===== src/rtl/utf8sbe_pkg.sv =====
// Package for the UTF-8 sanitizer: buffer and handshake types, codes,
// lead-byte decode, prefix classification and escape-byte encoding.
// No dependencies.
package utf8sbe_pkg;

    localparam logic [19:0] ESC_BASE  = 20'hFFF00;
    localparam logic [7:0]  BYTE_MASK = 8'hFF;

    // Classification codes. A complete character is coded by its length, 1 to 4.
    localparam logic [2:0] CLS_BAD  = 3'd0;
    localparam logic [2:0] CLS_PART = 3'd5;

    // Byte 0 is the oldest byte.
    typedef logic [3:0][7:0] ubuf_t;

    typedef struct packed {
        logic       valid;
        logic [7:0] data;
        logic       escaped;
        logic       last;
    } scan_emit_t;

    function automatic logic [2:0] lead_length(input logic [7:0] b);
        logic [2:0] len;
        len = 3'd0;
        if (b < 8'h80)
        begin
            len = 3'd1;
        end
        else if (b >= 8'hC2 && b <= 8'hDF)
        begin
            len = 3'd2;
        end
        else if (b >= 8'hE0 && b <= 8'hEF)
        begin
            len = 3'd3;
        end
        else if (b >= 8'hF0 && b <= 8'hF4)
        begin
            len = 3'd4;
        end
        return len;
    endfunction

    // Classify the first n bytes (n from 1 to 4) of a buffer.
    function automatic logic [2:0] classify(input ubuf_t b, input logic [2:0] n);
        logic [2:0] len;
        logic [7:0] lo;
        logic [7:0] hi;
        logic       bad;
        logic [2:0] res;
        len = lead_length(b[0]);
        bad = 1'b0;
        for (int i = 1; i < 4; i++)
        begin
            lo = 8'h80;
            hi = 8'hBF;
            if (i == 1)
            begin
                if (b[0] == 8'hE0)
                begin
                    lo = 8'hA0;
                end
                else if (b[0] == 8'hED)
                begin
                    hi = 8'h9F;
                end
                else if (b[0] == 8'hF0)
                begin
                    lo = 8'h90;
                end
                else if (b[0] == 8'hF4)
                begin
                    hi = 8'h8F;
                end
            end
            if ((3'(i) < len) && (3'(i) < n))
            begin
                if (b[i] < lo || b[i] > hi)
                begin
                    bad = 1'b1;
                end
            end
        end
        if (len == 3'd0 || bad)
        begin
            res = CLS_BAD;
        end
        else if (n >= len)
        begin
            res = len;
        end
        else
        begin
            res = CLS_PART;
        end
        return res;
    endfunction

    // One byte of the 4-byte encoding of ESC_BASE plus the raw byte.
    function automatic logic [7:0] esc_byte(input logic [7:0] b, input logic [1:0] idx);
        logic [19:0] cp;
        logic [7:0]  res;
        cp = ESC_BASE | {12'd0, b & BYTE_MASK};
        case (idx)
            2'd0:    res = {6'b111100, cp[19:18]};
            2'd1:    res = {2'b10, cp[17:12]};
            2'd2:    res = {2'b10, cp[11:6]};
            2'd3:    res = {2'b10, cp[5:0]};
            default: res = 8'h00;
        endcase
        return res;
    endfunction

endpackage


===== src/rtl/utf8sbe_if.sv =====
// Valid/ready channel interfaces for the UTF-8 sanitizer: raw byte input
// and sanitized byte output. No dependencies.
interface utf8sbe_in_if;
    logic       valid;
    logic       ready;
    logic [7:0] in_byte;
    logic       in_last;

    modport source (output valid, output in_byte, output in_last, input ready);
    modport sink   (input valid, input in_byte, input in_last, output ready);
endinterface

interface utf8sbe_out_if;
    logic       valid;
    logic       ready;
    logic [7:0] out_byte;
    logic       escaped;
    logic       out_last;

    modport source (output valid, output out_byte, output escaped, output out_last,
                    input ready);
    modport sink   (input valid, input out_byte, input escaped, input out_last,
                    output ready);
endinterface


===== src/rtl/utf8_sanitize_byte_escape_unit.sv =====
// Top level of the UTF-8 sanitizer with invalid-byte escapes.
// Depends on utf8sbe_pkg, utf8sbe_if and utf8sbe_scan.
//
//   channel   dir   payload                          transaction
//   in_ch     in    in_byte[7:0], in_last            one raw text byte
//   out_ch    out   out_byte[7:0], escaped, out_last one sanitized byte
//
// Rate: one output byte per cycle while out_ch.ready keeps up; a valid
// character of L bytes emits its L bytes, an escaped byte its 4-byte
// encoding, set by the single scanner emit path. A byte is accepted in
// the same cycle the previous buffered bytes finish, so plain text flows
// at one byte per cycle unstalled (scanner buffer, then output register).
// Reset clears the held-byte count and the output valid; no clearing pass.
// Stalls: out_ch.ready low holds the output register and the scanner; input
// is still taken while the scanner holds only an unfinished sequence.
module utf8_sanitize_byte_escape_unit (
    input  logic          clk,
    input  logic          rst_n,
    utf8sbe_in_if.sink    in_ch,
    utf8sbe_out_if.source out_ch
);
    import utf8sbe_pkg::*;

    scan_emit_t emit;
    logic       emit_ready;

    logic       out_valid_reg;
    logic [7:0] out_byte_reg;
    logic       escaped_reg;
    logic       out_last_reg;

    // Free output slot: empty, or being drained this cycle.
    assign emit_ready = !out_valid_reg || out_ch.ready;

    utf8sbe_scan u_scan (
        .clk        (clk),
        .rst_n      (rst_n),
        .in_valid   (in_ch.valid),
        .in_byte    (in_ch.in_byte),
        .in_last    (in_ch.in_last),
        .in_ready   (in_ch.ready),
        .emit_ready (emit_ready),
        .emit       (emit)
    );

    // Output register: advance when a byte is emitted, drop when taken.
    always_ff @(posedge clk or negedge rst_n)
    begin
        if (!rst_n)
        begin
            out_valid_reg <= 1'b0;
        end
        else if (emit_ready)
        begin
            out_valid_reg <= emit.valid;
        end
    end

    always_ff @(posedge clk)
    begin
        if (emit_ready && emit.valid)
        begin
            out_byte_reg <= emit.data;
            escaped_reg  <= emit.escaped;
            out_last_reg <= emit.last;
        end
    end

    assign out_ch.valid    = out_valid_reg;
    assign out_ch.out_byte = out_byte_reg;
    assign out_ch.escaped  = escaped_reg;
    assign out_ch.out_last = out_last_reg;
endmodule


===== src/rtl/utf8sbe_scan.sv =====
// Scanner of the UTF-8 sanitizer: holds the unfinished sequence, classifies
// it and emits one output byte per cycle unstalled. Depends on utf8sbe_pkg.
module utf8sbe_scan (
    input  logic                    clk,
    input  logic                    rst_n,
    input  logic                    in_valid,
    input  logic [7:0]              in_byte,
    input  logic                    in_last,
    output logic                    in_ready,
    input  logic                    emit_ready,
    output utf8sbe_pkg::scan_emit_t emit
);
    import utf8sbe_pkg::*;

    ubuf_t      buf_reg, buf_next;
    logic [2:0] n_reg, n_next;
    logic [1:0] pos_reg, pos_next;
    logic       last_reg, last_next;

    logic [2:0] cls;
    logic       is_char;
    logic       busy;
    logic       step_done;
    logic [2:0] shift;
    ubuf_t      buf_sh;
    logic [2:0] n_sh;
    logic [2:0] cls_sh;
    logic       busy_sh;
    logic       emitting;
    ubuf_t      base_buf;
    logic [2:0] base_n;
    logic       in_fire;

    always_comb
    begin
        cls       = classify(buf_reg, n_reg);
        is_char   = (cls != CLS_BAD) && (cls != CLS_PART);
        busy      = (n_reg != 3'd0) && ((cls != CLS_PART) || last_reg);
        shift     = is_char ? cls : 3'd1;
        step_done = is_char ? (pos_reg == 2'(cls - 3'd1)) : (pos_reg == 2'd3);

        // Drop the consumed bytes from the front.
        case (shift)
            3'd1:    buf_sh = {8'h00, buf_reg[3:1]};
            3'd2:    buf_sh = {16'h0000, buf_reg[3:2]};
            3'd3:    buf_sh = {24'h000000, buf_reg[3]};
            default: buf_sh = '0;
        endcase
        n_sh    = n_reg - shift;
        cls_sh  = classify(buf_sh, n_sh);
        busy_sh = (n_sh != 3'd0) && ((cls_sh != CLS_PART) || last_reg);

        emitting      = busy && emit_ready;
        emit.valid    = busy;
        emit.data     = is_char ? buf_reg[pos_reg] : esc_byte(buf_reg[0], pos_reg);
        emit.escaped  = !is_char;
        emit.last     = last_reg && step_done && (n_sh == 3'd0);

        // Take a new byte once the buffer has nothing left to emit.
        if (emitting && step_done)
        begin
            base_buf = buf_sh;
            base_n   = n_sh;
            in_ready = !busy_sh;
        end
        else
        begin
            base_buf = buf_reg;
            base_n   = n_reg;
            in_ready = !busy;
        end
        in_fire = in_valid && in_ready;

        buf_next  = buf_reg;
        n_next    = n_reg;
        pos_next  = pos_reg;
        last_next = last_reg;
        if (emitting)
        begin
            if (step_done)
            begin
                buf_next = buf_sh;
                n_next   = n_sh;
                pos_next = 2'd0;
            end
            else
            begin
                pos_next = pos_reg + 2'd1;
            end
        end
        if (in_fire)
        begin
            buf_next               = base_buf;
            buf_next[base_n[1:0]]  = in_byte;
            n_next                 = base_n + 3'd1;
            last_next              = in_last;
        end
    end

    always_ff @(posedge clk or negedge rst_n)
    begin
        if (!rst_n)
        begin
            n_reg    <= 3'd0;
            pos_reg  <= 2'd0;
            last_reg <= 1'b0;
        end
        else
        begin
            n_reg    <= n_next;
            pos_reg  <= pos_next;
            last_reg <= last_next;
        end
    end

    always_ff @(posedge clk)
    begin
        buf_reg <= buf_next;
    end

    a_n_range: assert property (@(posedge clk) disable iff (!rst_n) n_reg <= 3'd4)
        else $error("held byte count out of range");
    a_pos_idle: assert property (@(posedge clk) disable iff (!rst_n) !busy |-> pos_reg == 2'd0)
        else $error("emit position set while nothing to emit");
    a_load_slot: assert property (@(posedge clk) disable iff (!rst_n) in_fire |-> base_n <= 3'd3)
        else $error("new byte loaded into a full buffer");
    a_last_empties: assert property (@(posedge clk) disable iff (!rst_n)
        (emitting && emit.last) |=> n_reg <= 3'd1)
        else $error("buffer not flushed after end of string");
endmodule

===== src/flat_wrapper.sv =====
// flat-port wrapper written by rule: the top's interface ports become plain ports
module utf8_sanitize_byte_escape_unit_flat import utf8sbe_pkg::*;
  (clk, rst_n, in_ch_valid, in_ch_in_byte, in_ch_in_last, in_ch_ready, out_ch_valid, out_ch_out_byte, out_ch_escaped, out_ch_out_last, out_ch_ready);
  utf8sbe_in_if in_ch_i ();
  utf8sbe_out_if out_ch_i ();
  input  logic clk;
  input  logic rst_n;
  input wire logic [$bits(in_ch_i.valid)-1:0] in_ch_valid;
  input wire logic [$bits(in_ch_i.in_byte)-1:0] in_ch_in_byte;
  input wire logic [$bits(in_ch_i.in_last)-1:0] in_ch_in_last;
  output wire logic [$bits(in_ch_i.ready)-1:0] in_ch_ready;
  output wire logic [$bits(out_ch_i.valid)-1:0] out_ch_valid;
  output wire logic [$bits(out_ch_i.out_byte)-1:0] out_ch_out_byte;
  output wire logic [$bits(out_ch_i.escaped)-1:0] out_ch_escaped;
  output wire logic [$bits(out_ch_i.out_last)-1:0] out_ch_out_last;
  input wire logic [$bits(out_ch_i.ready)-1:0] out_ch_ready;
  assign in_ch_i.valid = in_ch_valid;
  assign in_ch_i.in_byte = in_ch_in_byte;
  assign in_ch_i.in_last = in_ch_in_last;
  assign in_ch_ready = in_ch_i.ready;
  assign out_ch_valid = out_ch_i.valid;
  assign out_ch_out_byte = out_ch_i.out_byte;
  assign out_ch_escaped = out_ch_i.escaped;
  assign out_ch_out_last = out_ch_i.out_last;
  assign out_ch_i.ready = out_ch_ready;
  utf8_sanitize_byte_escape_unit u_core (.clk(clk), .rst_n(rst_n), .in_ch(in_ch_i), .out_ch(out_ch_i));
endmodule

===== config.mk =====
export PLATFORM = sky130hd
export DESIGN_NAME = utf8_sanitize_byte_escape_unit_flat
export DESIGN_NICKNAME = d
export VERILOG_FILES = /design/src/rtl/utf8sbe_pkg.sv /design/src/rtl/utf8sbe_if.sv /design/src/rtl/utf8_sanitize_byte_escape_unit.sv /design/src/rtl/utf8sbe_scan.sv /design/src/flat_wrapper.sv
export SDC_FILE = /design/constraint.sdc
export NUM_CORES = 1
export LEC_CHECK = 0
export ABC_AREA = 1
export BUFFER_PORTS_ARGS = -buffer_cell sky130_fd_sc_hd__buf_2
export CORE_UTILIZATION = 59
export DETAILED_ROUTE_END_ITERATION = 12
export PLACE_DENSITY = 0.77
export REMOVE_ABC_BUFFERS = 1
export SETUP_SLACK_MARGIN = 0.15
export SKIP_CTS_REPAIR_TIMING = 1
export SLEW_MARGIN = 20
export SYNTH_ARGS = -nofsm -noshare
export SYNTH_HDL_FRONTEND = slang
export SYNTH_SLANG_ARGS = --single-unit

===== constraint.sdc =====
create_clock -name clk -period 9.9 [get_ports clk]
set_input_delay 0.99 -clock clk [delete_from_list [all_inputs] [get_ports clk]]
set_output_delay 0.99 -clock clk [all_outputs]
set_load 0.01 [all_outputs]

### Word level (Yosys, flattened, before mapping)

Index checks and enable logic that the tools add are counted.

* word-level logic and storage cells: 179
* bits in registers: 49
* bits of input ports: 13
* output and inout bits: 12

* reduce and logical (&&, ||, !) cells: 46
* magnitude comparators: 43
* eq/ne operators: 17
* muxes and demuxes: 58
* add/sub/neg operators: 4

Operator list (count)
* 32-bit 2-to-1 mux: 4
* 24-bit case mux with 3 select lines: 1
* 8-bit equality test, second input constant: 8
* 6-bit 2-to-1 mux: 10
* 3-bit 2-to-1 mux: 17
* 8-bit >= comparator, second input constant: 6
* 8-bit <= comparator, second input constant: 6
* 8-bit < comparator, second input constant: 5
* 32-bit bitwise mux: 1
* 8-bit case mux with 4 select lines: 1
* 8-bit greater-than comparator, second input constant: 3
* 2-bit by 3-bit < comparator with 1-bit output, first input constant: 8
* 8-bit 2-to-1 mux: 3
* 1-bit logical AND: 21
* 5-bit 2-to-1 mux: 4
* 8-bit binary-select mux with 2-bit select: 1
* 8-bit demux with 2-bit select: 1
* 8-bit greater-than comparator: 2
* 8-bit < comparator: 2
* 1-bit 2-to-1 mux: 14
* 1-bit by 3-bit < comparator with 1-bit output, first input constant: 4
* 1-bit logical OR: 11
* 3-bit logical NOT: 3
* 3-bit nonzero test: 3
* 20 further kinds: 29

### Longest topological paths before layout

Gate-level depths: netlist of run 1.

* depth after elaboration: 43
* gate-level depth with buffers: 47
* mapped depth without buffers: 45

### Cells and area by module

A second synthesis of run 1 with hierarchy kept.

* cells, all modules: 612
* area total of the unflattened synthesis: 4388.0 µm²

By module, submodules not included
* utf8sbe_scan: area each 4042.6 µm², seq. area each 1111.1 µm², times used 1, cells an instance 596
* utf8_sanitize_byte_escape_unit: area each 345.3 µm², seq. area each 325.3 µm², times used 1, cells an instance 16

### Worst setup path after synthesis of run 1

OpenSTA, ideal clock, no wires.

* path kind: register -> register
* start point: register u_core.u_scan.buf_reg[7] in the netlist's numbering
* end point: register u_core.u_scan.buf_reg[0] in the netlist's numbering, enable pin
* slack: 4.138 ns
* period minus slack after synthesis: 5.762 ns
* path buffers: 2
* library setup time: 0.374 ns
* arrival: 5.388 ns
* cell stages (with the launch flop): 34
* data required time: 9.526 ns
* cells stage by stage: edfxtp_1 nand2_2 nor2_1 nand2_1 o21ai_0 ha_1 a21o_1 a21oi_1 nand2_1 nand2_1 nand2_2 nand2_4 nand2_1 nor2_2 inv_1 ha_1 inv_1 nand4_4 nand2_2 clkbuf_1 nand2_1 fa_1 xor2_1 xnor2_1 inv_1 ha_1 a2111oi_0 o21ai_1 nand2_1 nand3_2 nand2_4 nand2_8 buf_6 o21ai_1

* word-level cells in the longest chain between the ends: 43
* elaborated cells between the ends (all ways): 123
* classes of those cells: add/sub: 2; order compare: 31; eq/ne: 14; mux: 42; reduce/logical: 34

RTL lines
* from (decl): RTL line utf8sbe_scan.sv:15 `ubuf_t buf_reg, buf_next;`
* from (signal assigned): RTL line utf8sbe_scan.sv:118 `buf_reg <= buf_next;`
* 8-bit >= comparator, or another cell as far along: RTL line utf8sbe_pkg.sv:38 `else if (b >= 8'hF0 && b <= 8'hF4)`
* 1-bit logical AND or 6-bit 2-to-1 mux (tied branches): RTL line utf8sbe_pkg.sv:38, utf8sbe_pkg.sv:72
* 3-bit 2-to-1 mux or 6-bit 2-to-1 mux (tied branches): RTL line utf8sbe_pkg.sv:38, utf8sbe_pkg.sv:68
* 3-bit 2-to-1 mux or 6-bit 2-to-1 mux (tied branches): RTL line utf8sbe_pkg.sv:34, utf8sbe_pkg.sv:64
* 3-bit 2-to-1 mux or 6-bit 2-to-1 mux (tied branches): RTL line utf8sbe_pkg.sv:30, utf8sbe_pkg.sv:60
* 3-bit 2-to-1 mux or 8-bit greater-than comparator (tied branches): RTL line utf8sbe_pkg.sv:26, utf8sbe_pkg.sv:79
* 1-bit by 3-bit < comparator with 1-bit output or 1-bit logical OR (tied branches): RTL line utf8sbe_pkg.sv:77, utf8sbe_pkg.sv:79
* 1-bit logical AND or 1-bit 2-to-1 mux (tied branches): RTL line utf8sbe_pkg.sv:77, utf8sbe_pkg.sv:79
* [... 28 more ...]
* 1-bit logical OR: RTL line utf8sbe_scan.sv:51 `busy_sh = (n_sh != 3'd0) && ((cls_sh != CLS_PART) || last_reg);`
* 1-bit logical AND: RTL line utf8sbe_scan.sv:51
* 1-bit logical NOT: RTL line utf8sbe_scan.sv:64 `in_ready = !busy_sh;`
* 1-bit 2-to-1 mux (*): RTL line utf8sbe_scan.sv:60 `if (emitting && step_done)`
* via in_ch_ready: RTL line flat_wrapper.sv:11 `output wire logic [$bits(in_ch_i.ready)-1:0] in_ch_ready;`
* 1-bit logical AND (*): RTL line utf8sbe_scan.sv:72 `in_fire = in_valid && in_ready;`
* 2-bit nonzero test (no source line)
* 2-bit AND reduction (no source line) (*)

The timed path passes the listed nets; every way through them passes the cells marked *.
A chain may end at the register's enable or synchronous reset.

### Worst setup path in the final report of run 1

* start point: register u_core.u_scan.buf_reg[2] in the netlist's numbering
* end point: output in_ch_ready

* word-level cells in the longest chain between the ends: 40
* elaborated cells between the ends (all ways): 119
* classes of those cells: add/sub: 2; order compare: 31; eq/ne: 14; mux: 42; reduce/logical: 30

RTL lines
* 8-bit >= comparator, or another cell as far along: RTL line utf8sbe_pkg.sv:38
* 1-bit logical AND or 6-bit 2-to-1 mux (tied branches): RTL line utf8sbe_pkg.sv:38, utf8sbe_pkg.sv:72
* 3-bit 2-to-1 mux or 6-bit 2-to-1 mux (tied branches): RTL line utf8sbe_pkg.sv:38, utf8sbe_pkg.sv:68
* 3-bit 2-to-1 mux or 6-bit 2-to-1 mux (tied branches): RTL line utf8sbe_pkg.sv:34, utf8sbe_pkg.sv:64
* 3-bit 2-to-1 mux or 6-bit 2-to-1 mux (tied branches): RTL line utf8sbe_pkg.sv:30, utf8sbe_pkg.sv:60
* 3-bit 2-to-1 mux or 8-bit greater-than comparator (tied branches): RTL line utf8sbe_pkg.sv:26, utf8sbe_pkg.sv:79
* 1-bit by 3-bit < comparator with 1-bit output or 1-bit logical OR (tied branches): RTL line utf8sbe_pkg.sv:77, utf8sbe_pkg.sv:79
* 1-bit logical AND or 1-bit 2-to-1 mux (tied branches): RTL line utf8sbe_pkg.sv:77, utf8sbe_pkg.sv:79
* [... 24 more ...]
* 1-bit 2-to-1 mux: RTL line utf8sbe_pkg.sv:77 `if ((3'(i) < len) && (3'(i) < n))`
* 1-bit logical OR: RTL line utf8sbe_pkg.sv:85 `if (len == 3'd0 || bad)`
* 3-bit 2-to-1 mux: RTL line utf8sbe_pkg.sv:85
* 3-bit inequality test: RTL line utf8sbe_scan.sv:51
* 1-bit logical OR: RTL line utf8sbe_scan.sv:51
* 1-bit logical AND: RTL line utf8sbe_scan.sv:51
* 1-bit logical NOT: RTL line utf8sbe_scan.sv:64
* 1-bit 2-to-1 mux (*): RTL line utf8sbe_scan.sv:60
* to (decl): RTL line flat_wrapper.sv:11

Mark *: on every way between the ends. The rest lies on a longest branch, timed or not.

==> results of run 1 <==
-- kinds of logic after synthesis --
family	after synthesis	share of synthesized area [%]
AND/OR/NAND/NOR	294	31.6
AO/OA/AOI/OAI	121	15.8
buffers and inverters	110	11.6
flip-flops	49	32.4
adder cells (fa/ha/maj)	27	7.79
XOR/XNOR	4	0.791
-- path summary, 6_finish.rpt --
kind | start | to | slack (ns) | depth (start not counted)
min in group clk | u_core.out_ch.valid | u_core.out_ch.valid | 0.55 | 2
setup / recovery | u_core.u_scan.buf_reg[2] | in_ch_ready | 3.05 | 32
hold reg to reg | u_core.out_ch.valid | u_core.out_ch.valid | 0.55 | 2
hold / removal | rst_n | u_core.u_scan.pos_reg[0] | 0.50 | 1
setup reg to reg | u_core.u_scan.buf_reg[2] | u_core.u_scan.buf_reg[15] | 3.32 | 33
max in group asynchronous | rst_n | u_core.u_scan.last_reg | 9.23 | 1
-- worst max-delay path: cells and delay by family (launching register included) --
kind / cells / cell delay, ns
xor gates and xnor gates: 2 / 0.45
adders and majority gates: 4 / 1.20
AOI/OAI and AO/OA: 3 / 0.68
and+or+nand+nor: 17 / 2.10
buffers and inverters: 6 / 0.65
DFF: 1 / 0.46
-- layer usage --
metal  up-vias  GRT usage [%]  wire, um
met5         -              0         0
met3        29           4.48       759
met4         0           12.2       352
li1       2005              -         -
met1      1842           42.0      4890
met2       163           50.4      5260
-- through the flow --
| stage | setup WS, ns | hold WS (ns) |
|---|---|---|
| CTS | 3.12 | 0.502 |
| finish | 3.05 | 0.504 |
| floorplan | 4.16 | 0.481 |
| detailed placement | 3.43 | 0.545 |
| global placement | 3.63 | 0.523 |
| global route | 2.50 | 0.503 |
-- final cells by class --
class	instances	area (sq um)
Multi-Input combinational cell	446	2480
Inverter	86	330
Fill cell	675	2640
Clock inverter	3	41.3
Tap cell	99	124
Sequential cell	49	1440
Clock buffer	5	68.8
Timing Repair Buffer	26	135
-- cell usage after synthesis, types with 8 or more instances --
master,n
nand2_2,34
nand3_2,9
o21ai_0,58
edfxtp_1,42
clkbuf_1,14
o21ai_2,8
inv_2,9
inv_1,69
nor2_1,43
a22oi_1,9
nand2_1,146
a21oi_1,26
nand3_1,43
ha_1,26
==> impl_results.md, run 1 <==
* Max clock buf depth at 2
* EDFF count, synth at 42
* Routed len/inst at 15.8 um
* Crit Path Max Fanout at 16
* Period utilisation layout at 69.2%
* Final instance area at 4620 sq um
* Root buf cell: clkbuf_8
* Seq/Total Area, Yosys at 32.4%
* Critical setup path kind: flop to primary output
* Final WL at 11,300 um
* CTS sink cnt at 49
* Final core utilization at 63.7%
* Starting density of the core at 61.1%
* Fmax at 0.146 GHz
* Vias in the first global route at 3,761
* Core area at 7250 sq um
* First-pass GRT wire length at 18,400 um
* Drt pass-1 iters at 5
* Final Slew Violations at 0
* Buffers on Ports at 24
* Antenna Nets Post-Route at 0
* Worst-margin pin slew at 0.703 ns
* Max_slew headroom at 52.8%
* Crit end category: primary output
* Max reg flops at 32
* Total grt overflow at 0
* Worst setup SP type: flop
* Syn avg cell area at 7.32 sq um
* Critical Path AT at 5.86 ns
* CTS buffer count at 5
* #FFs+latches synth at 49
* Placed cell areas at 4510 sq um
* Top_reg_cell synth: edfxtp_1
* Cell Rows at 31
* Diode count at 0
* Placed Cells incl. Taps at 706
* Final count of hold timing violations at 0
* Max capacitance violation total at 0
* Leading area contributor after synthesis: edfxtp_1
* Share of cells above drive strength 1 at 17.6%
* RSZ-0062 raised after global routing: false
* Final HPWL DP at 8500 um
* Most common cell after layout, fill and taps aside: nand2_1
* Worst path max stage delay at 0.46 ns
* Ys async rst share at 14.3%
* Post-Syn Area at 4430 sq um
* Die ar. at 7860 sq um
* Initial antenna violation count at 0
* RePlAce Congestion at 0.969
* Area Overhead vs Synth at 4.24%
* IO Count at 25
* DRC at 0
* # setup viols final at 0
* Largest net degree at the start of global routing at 35
* Nets@finish at 654
* Hold Crit Class: primary input to async pin
* Most frequent cells in the layout: 146 x nand2_1, 69 x inv_1, 58 x o21ai_0, 43 x nor2_1, 43 x nand3_1
* H-tree Lvls at 2
* Post-route insts no fill at 714
* Vias/cell at 5.66
* Status: finished, final reports clean
* Netlist cell types at 44
* Clk_skew at 0.00856 ns
* Worst Path Required at 8.91 ns
* Setup_tns at 0 ns
* Crit path top cell by count: nand2_1
* Min Clock Period, post-route at 6.85 ns
* Synth top area cells: edfxtp_1 28%, nand2_1 12%, ha_1 7.3%
* CP max-delay cell: edfxtp_1
* Overall Global Routing Usage at 31.1%
* Clock-pin slew on the worst setup and hold paths at 0.10 ns
* Post-synthesis cell count at 605
* Yosys top cell area share at 28.5%
* Vias at 4,039
* Die Ht at 88.7 um
* Iteration-0 DRC Markers at 294
* Ys Warns at 0
* Die Wd at 88.7 um
* Clk_lat worst skew at 0.31 ns
* CTS tree: built
Power of run 1 is left out: the tool's default activity adds up to more than one toggle a clock period on the data nets, which glitch-free logic cannot reach.
==> run 2: changes to the inputs <==
Settings changed: CORE_UTILIZATION 59 to 56.
Clock period 9.9 ns to 6.1 ns, I/O delays scaled along.
==> impl_results.md, run 2 (synthesis results as in run 1) <==
* Worst-margin pin slew at 0.708 ns (was 0.703 ns)
* Vias in the first global route at 3,795 (was 3,761)
* Area Overhead vs Synth at 12.2% (was 4.24%)
* Root buf cell: clkbuf_8 (unchanged)
* Most frequent cells in the layout: 139 x nand2_1, 63 x inv_1, 56 x o21ai_0, 43 x nand3_1, 42 x edfxtp_1 (was 146 x nand2_1, 69 x inv_1, 58 x o21ai_0, 43 x nor2_1, 43 x nand3_1)
* Worst path max stage delay at 0.44 ns (was 0.46 ns)
* Vias/cell at 5.70 (was 5.66)
* IO Count at 25 (unchanged)
* Die Ht at 90.9 um (was 88.7 um)
* DRC at 0 (unchanged)
* Max reg flops at 32 (unchanged)
* Initial antenna violation count at 0 (unchanged)
* Fmax at 0.174 GHz
* Clk_lat worst skew at 0.30 ns (was 0.31 ns)
* Largest net degree at the start of global routing at 35 (unchanged)
* Starting density of the core at 57.6% (was 61.1%)
* H-tree Lvls at 2 (unchanged)
* Final WL at 11,700 um (was 11,300 um)
* CTS buffer count at 5 (unchanged)
* Reg2Reg Setup Slack at 0.43 ns (was 3.32 ns)
* Max_slew headroom at 52.8% (about the same)
* Crit end category: primary output (unchanged)
* Overall Global Routing Usage at 27.3% (was 31.1%)
* # setup viols final at 0 (unchanged)
* Share of cells above drive strength 1 at 24.0% (was 17.6%)
* First-pass GRT wire length at 17,800 um (was 18,400 um)
* Vias at 4,218 (was 4,039)
* Cell Rows at 32 (was 31)
* RSZ-0062 raised after global routing: false (unchanged)
* Die Wd at 90.9 um (was 88.7 um)
* Nets@finish at 677 (was 654)
* Crit path top cell by count: nand2_1 (unchanged)
* Clock-pin slew on the worst setup and hold paths at 0.09 ns (was 0.10 ns)
* Met2 wire len at 5470 um (was 5260 um)
* Routed metal-1 wire length at 4940 um (was 4890 um)
* Crit Path Max Fanout at 11 (was 16)
* Worst Path Required at 5.49 ns (was 8.91 ns)
* Die ar. at 8270 sq um (was 7860 sq um)
* Worst setup SP type: flop (unchanged)
* Iteration-0 DRC Markers at 354 (was 294)
* Core area at 7690 sq um (was 7250 sq um)
* Setup_tns at 0 ns (unchanged)
* RePlAce Congestion at 0.979 (was 0.969)
* Critical setup path kind: flop to primary output (unchanged)
* Final HPWL DP at 8370 um (was 8500 um)
* Total grt overflow at 0 (unchanged)
* Min Clock Period, post-route at 5.74 ns
* Diode count at 0 (unchanged)
* Final count of hold timing violations at 0 (unchanged)
* Period utilisation layout at 94.1%
* Clk_skew at 0.00386 ns (was 0.00856 ns)
* CP max-delay cell: edfxtp_1 (unchanged)
* Critical Path AT at 5.13 ns (was 5.86 ns)
* Most common cell after layout, fill and taps aside: nand2_1 (unchanged)
* Buffers on Ports at 24 (unchanged)
* Final Slew Violations at 0 (unchanged)
* Hold Crit Class: primary input to async pin (unchanged)
* WL met3 at 1010 um (was 759 um)
* Drt pass-1 iters at 5 (unchanged)
* Status: finished, final reports clean (unchanged)
* Routed len/inst at 15.8 um (about the same)
* Max clock buf depth at 2 (unchanged)
* Antenna Nets Post-Route at 0 (unchanged)
* Top sig layer: met4 (unchanged)
* CTS sink cnt at 49 (unchanged)
* Max capacitance violation total at 0 (unchanged)
* Hold Worst Slack at 0.132 ns (was 0.504 ns)
* CTS tree: built (unchanged)
run 2: final timing paths:
check	end	startpoint	cells past startpoint
min in group clk	u_core.u_scan.last_reg	in_ch_in_last	3
setup reg to reg	u_core.u_scan.buf_reg[25]	u_core.u_scan.buf_reg[5]	34
max in group asynchronous	u_core.u_scan.n_reg[2]	rst_n	1
hold reg to reg	u_core.out_ch.valid	u_core.out_ch.valid	2
setup / recovery	in_ch_ready	u_core.u_scan.buf_reg[5]	32
hold / removal	u_core.u_scan.pos_reg[1]	rst_n	1
run 2: stage by stage:
step	util, %	cells	setup WS, ns	cell area [sq um]
detailed placement	59.2	714	0.136	4550
global route	64.7	740	0.0698	4970
global placement	59.2	714	0.349	4550
finish	64.7	740	0.357	4970
CTS	60.6	722	-0.0199	4660
floorplan	-	581	0.386	4250
run 2: layout make-up:
class                           count  area (sq um)
Fill cell                         655          2720
Multi-Input combinational cell    446          2640
Sequential cell                    49          1440
Inverter                           86           340
Timing Repair Buffer               49           327
Tap cell                          102           128
Clock buffer                        6          72.6
Clock inverter                      2          33.8
run 2: worst max-delay path: cells and delay by family (launching register included):
family / cells / cell delay (ns)
AOI/OAI and AO/OA: 4 / 0.80
adders and majority gates: 3 / 0.75
buffers and inverters: 9 / 0.93
DFF: 1 / 0.44
and+or+nand+nor: 16 / 1.91
run 2: routing by layer:
metal	vias up	GRT usage, %
met5	-	0
met4	0	9.39
met3	30	3.52
met2	231	44.9
met1	1898	37.2
li1	2059	-
Power of run 2 is left out for the same reason.
